<file path="config.mk">
export PLATFORM = sky130hd
export DESIGN_NAME = spq_cell
export DESIGN_NICKNAME = d
export VERILOG_FILES = /design/src/rtl/spq_pkg.sv /design/src/rtl/spq_cell.sv
export SDC_FILE = /design/constraint.sdc
export NUM_CORES = 1
export LEC_CHECK = 0
export BUFFER_PORTS_ARGS = -buffer_cell sky130_fd_sc_hd__buf_2
export CORE_AREA = 2 2 83 85
export DETAILED_ROUTE_END_ITERATION = 16
export DIE_AREA = 0 0 85 87
export PLACE_DENSITY = 0.85
export SLEW_MARGIN = 15
export SYNTH_ARGS = -nofsm -noshare
export SYNTH_HDL_FRONTEND = slang
export SYNTH_SLANG_ARGS = --single-unit
</file>
<file path="constraint.sdc">
create_clock -name clk_i -period 4.9 [get_ports clk_i]
set_input_delay 0.49 -clock clk_i [delete_from_list [all_inputs] [get_ports clk_i]]
set_output_delay 0.49 -clock clk_i [all_outputs]
set_load 0.02 [all_outputs]
</file>
<file path="src/rtl/spq_pkg.sv">
// Shared types and constants for the sorted priority queue.
// No dependencies; imported by spq_cell and sorted_priority_queue.
`default_nettype none

package spq_pkg;

  localparam int unsigned DefaultQueueDepth = 64;
  localparam int unsigned PayloadW = 32;
  localparam int unsigned RankW = 16;

  localparam logic FuncInsert = 1'b0;
  localparam logic FuncRemove = 1'b1;

  typedef enum logic [1:0] {
    StOk    = 2'd0,
    StFull  = 2'd1,
    StEmpty = 2'd2
  } status_e;

  // One stored entry as it moves between neighboring cells.
  typedef struct packed {
    logic [RankW-1:0]    rank;
    logic [PayloadW-1:0] payload;
  } entry_t;

  // Operation broadcast to every cell in the chain.
  typedef struct packed {
    logic                ins;
    logic                rem;
    logic [RankW-1:0]    rank;
    logic [PayloadW-1:0] payload;
  } cmd_t;

endpackage

`default_nettype wire

</file>
<file path="src/rtl/spq_cell.sv">
// One cell of the sorted queue chain: holds one entry and trades it with neighbors.
// Depends on spq_pkg.
`default_nettype none

module spq_cell (
  input  wire logic          clk_i,
  input  wire spq_pkg::cmd_t cmd_i,
  input  wire logic          valid_i,
  input  wire logic          left_shift_i,
  input  wire spq_pkg::entry_t left_i,
  input  wire spq_pkg::entry_t right_i,
  output logic               shift_o,
  output spq_pkg::entry_t    entry_o
);
  import spq_pkg::*;

  entry_t entry_q;
  entry_t entry_d;

  // A valid entry with a strictly larger rank makes room for the new one,
  // which keeps equal ranks in arrival order.
  assign shift_o = valid_i && (entry_q.rank > cmd_i.rank);

  always_comb begin
    entry_d = entry_q;
    if (cmd_i.ins) begin
      if (shift_o || !valid_i) begin
        if (left_shift_i) begin
          entry_d = left_i;
        end else begin
          entry_d.rank    = cmd_i.rank;
          entry_d.payload = cmd_i.payload;
        end
      end
    end else if (cmd_i.rem) begin
      entry_d = right_i;
    end
  end

  always_ff @(posedge clk_i) begin
    entry_q <= entry_d;
  end

  assign entry_o = entry_q;

endmodule

`default_nettype wire

</file>
* After elaboration in Yosys (flattened, before gate mapping)
Index checks and enable logic that the tools add are counted.
Storage, ports and cells: register bits after elaboration 48, input bits 149, output and inout port bits 49, word-level logic and storage cells 13
Cells by class: magnitude comparators 1, eq/ne operators 1, multiplexer cells 4, reduce and logical (&&, ||, !) cells 5
Operator list (count):
- $mux 48 | 4
- $gt 16x16->1 | 1
- $ne 2x1->1 const B | 1
- $reduce_and 2->1 | 1
- $reduce_bool 2->1 | 1
- $logic_and 1x1->1 | 1
- $logic_not 1->1 | 1
- $logic_or 1x1->1 | 1

* Logic depth before layout (Yosys ltp)
depth in word-level cells 5, gate-level depth with buffers 7, depth with buffers taken out 7

* Least setup slack after synthesis
OpenSTA, ideal clock, no wires.
path type register -> register, from reg entry_q (netlist bit entry_o[47]), to reg entry_q (netlist bit entry_o[0]), enable pin, setup time 0.387 ns, arrival 2.202 ns, data required time 4.513 ns, slack 2.311 ns, stages on the path, launching flop included 7, path buffers 0, period minus slack after synthesis 2.589 ns, cell sequence edfxtp_1 -> ha_1 -> nand4_2 -> nor4_2 -> o21ai_1 -> nand4_1 -> a31o_2
Between the ends: word-level cells in the longest chain between the ends 5
Ends and longest elaborated chain:
- start: declaration | line spq_cell.sv:17 | entry_t entry_q;
- start signal: assignment | line spq_cell.sv:41 | entry_q <= entry_d;
- $gt 16x16->1 | line spq_cell.sv:22 | assign shift_o = valid_i && (entry_q.rank > cmd_i.rank);
- $logic_and 1x1->1 | line spq_cell.sv:22
- $logic_or 1x1->1 | line spq_cell.sv:27 | if (shift_o || !valid_i) begin
- $ne 2x1->1 (no line)
- $reduce_and 2->1 (no line)
Every way passes these cells. A chain may end at the register's enable or synchronous reset.

* Worst setup path after layout
from reg entry_q (netlist bit entry_o[46]), to out shift_o
Between the ends: word-level cells in the longest chain between the ends 2
Ends and longest elaborated chain:
- $gt 16x16->1 | line spq_cell.sv:22
- $logic_and 1x1->1 | line spq_cell.sv:22
- end: declaration | line spq_cell.sv:12 | output logic shift_o,
Every way passes these cells.

==> results.py <==
metrics = {
    "outcome": {
        "status": "complete, no violations",
    },
    "sta": {
        "fin_setup_tns_ns": 0,
        "min_period_ns": 2.612,
        "fin_worst_skew_ns": 0.006795,
        "worstMarginPinSlew_ns": 0.8355,
        "setup_violations": 0,
        "relSlewSlack": 0.4430,
        "fin_crit_sh": 0.5331,
        "max_freq_mhz": 382.8,
        "rsz0062_at_grt": "no",
        "final_max_slew_viol_count": 0,
        "hold_violations": 0,
    },
    "finish": {
        "largest_reg_flops": 48,
        "register_area_um2": 1441,
        "drive_above_1_share": 0.4481,
        "fillers": 549,
        "fin_area_um2": 3965,
        "nets": 627,
        "multi_input_area_um2": 1282,
        "instances_no_fill": 542,
        "areaGrowthSynthToFinish_pct": 38.63,
        "num_antenna_cells": 0,
    },
    "synth": {
        "synth_seq_cells": 48,
        "avgSynthCellArea_um2": 10.48,
        "netlist_area_um2": 2860,
        "synth_cells": 273,
        "yosysTopAreaCell": "edfxtp_1",
        "ys_types": 22,
        "synth_top_area_frac": 0.5039,
        "ys_warn_count": 0,
        "syn_nets": 438,
        "async_flop_share": 0,
        "synth_edf_count": 48,
        "synth_area_leaders": "edfxtp_1, mux2i_1, a21oi_1, ha_1, nor2_1",
        "synth_ff_type": "edfxtp_1",
        "synth_seq_area_share": 0.5039,
    },
    "placed_design": {
        "place_area_um2": 3880,
        "dp.final_hpwl_um": 5739,
        "globalplace.congestion": 0.9066,
        "portBuffers": 197,
        "place_inst": 535,
    },
    "critical_path": {
        "worst_setup_path_end_kind": "output port",
        "arrival_ns": 2.12,
        "cp_cell_sequence": "ha_1 -> nand4_2 -> nor4_2 -> o21ai_1 -> nand4_1 -> and3_1 -> buf_2",
        "crit_family": "simple AND/OR/NAND/NOR gates",
        "critical_path_class": "reg2out",
        "cp_max_fo": 4,
        "r2r_setup_slack_ns": 2.39,
        "slowest_stage": "edfxtp_1",
        "path_buf_inv": 1,
        "slowest_delay_ns": 0.42,
        "worstPathRequired_ns": 4.41,
        "critPathLaunchType": "flop",
    },
    "cts": {
        "worst_skew_pair.late_latency_ns": 0.28,
        "cts_root_buf": "clkbuf_8",
        "h-tree-depth": 2,
        "cts.clk_slew.worst_paths_ns": 0.08,
        "numCtsBuffers": 5,
        "cts.sinks": 48,
        "post_cts_resized": 0,
        "postCtsSetupRepairBufs": 0,
        "cts_max_path_buffers": 2,
        "cts_tree": "yes",
        "ctsHoldBuffers": 0,
    },
    "power_and_ir_drop": {
        "power_density_nw_per_um2": 264.9,
        "static-leakage-power_nw": 2.007,
        "vdd_drop_max_mv": 0.1563,
    },
    "hold_path": {
        "hold_class": "in2reg",
    },
    "routing": {
        "drt_iter0_drc": 55,
        "drc_errors": 0,
        "antenna_left": 0,
        "routedWlPerCell_um": 13.35,
        "vias_per_cell": 4.961,
        "drt_first_pass_iters": 4,
        "via_count": 2689,
        "wl_um": 7234,
    },
    "floorplanning": {
        "die_area_um2": 7395,
        "ios": 198,
        "die_width_um": 85,
        "core_um2": 6569,
        "start_util": 0.4354,
        "rows": 30,
        "die-height_um": 87,
    },
    "global_routing": {
        "grt_first_pass_wirelength_um": 11030,
        "grt_pass1_vias": 2472,
        "track_usage": 0.1902,
        "grt_max_degree": 97,
        "overflow": 0,
        "antenna_found_initial": 0,
    },
    "job": {
        "drv_cap": 0,
    },
}
## path summary, 6_finish.rpt
path,from,end,cells past startpoint
max,entry_o[46],shift_o,7
min,right_i[17],entry_o[17],3
max reg2reg,entry_o[46],entry_o[42],6
min reg2reg,entry_o[34],entry_o[41],5
## logic make-up after synthesis
group	count (synthesis)	synth area share
AND/OR/NAND/NOR	67	0.1002
AO/OA/AOI/OAI	60	0.1072
multiplexers	48	0.1680
flip-flops	48	0.5039
buffers and inverters	34	0.05074
adder cells (fa/ha/maj)	16	0.06999
## power by group
group,switching [W],total (W),internal (W)
combinational,0.000185,0.000313,0.000127
clock,0.000116,0.000210,0.0000943
sequential,0.0000149,0.000527,0.000512
## placed cells by master, fill, tap and decap left out, types with 2 or more instances in the layout
master,instances
nand2_1,5
mux2i_1,48
nor3_1,2
inv_1,17
ha_1,16
a21oi_1,55
edfxtp_1,48
clkinv_1,2
buf_4,2
clkbuf_8,5
nor2_1,52
o21ai_0,2
nand4_1,3
buf_2,197
## layer usage
layer / wire length, µm / up-vias / part of all wire / track usage
li1: - / 1369 / - / -
met2: 3778 / 135 / 0.52 / 0.3643
met1: 2702 / 1179 / 0.37 / 0.2050
met4: 73 / 0 / 0.010 / 0.05772
met3: 678 / 6 / 0.094 / 0.04739
met5: 0 / - / 0 / 0
## Yosys cell counts (2+ instances only)
master	n
nand2_1	5
buf_1	2
inv_1	17
buf_4	3
ha_1	16
nor3_1	2
nand4_1	3
mux2i_1	48
buf_2	5
nor2_1	52
o21ai_0	2
clkbuf_1	7
a21oi_1	55
edfxtp_1	48
## per-stage QoR
| step | setup WS, ns | hold slack (ns) | util | total power, W |
|---|---|---|---|---|
| floorplan | 2.311 | 0.7156 | - | 0.0007162 |
| global placement | 1.972 | 0.8114 | 0.5907 | 0.0008378 |
| detailed placement | 1.817 | 0.8154 | 0.5907 | 0.0008491 |
| CTS | 2.029 | 0.5103 | 0.6023 | 0.001061 |
| global route | 2.148 | 0.5212 | 0.6036 | 0.001106 |
| finish | 2.288 | 0.5244 | 0.6036 | 0.001050 |
## worst reg2reg max path, delay by kind of cell, from the launching register on
family / cells / cell delay (ns)
flip-flops: 1 / 0.42
AO/OA/AOI/OAI: 2 / 0.70
adder cells (fa/ha/maj): 1 / 0.34
AND/OR/NAND/NOR: 3 / 0.65
## area by class of cell
type	count	share of cell area
Tap cell	80	0.02524
Clock buffer	5	0.01736
Timing Repair Buffer	199	0.2524
Inverter	17	0.01609
Multi-Input combinational cell	191	0.3234
Clock inverter	2	0.001893
Sequential cell	48	0.3635
Note: power is estimated with default switching activity, not from simulation.
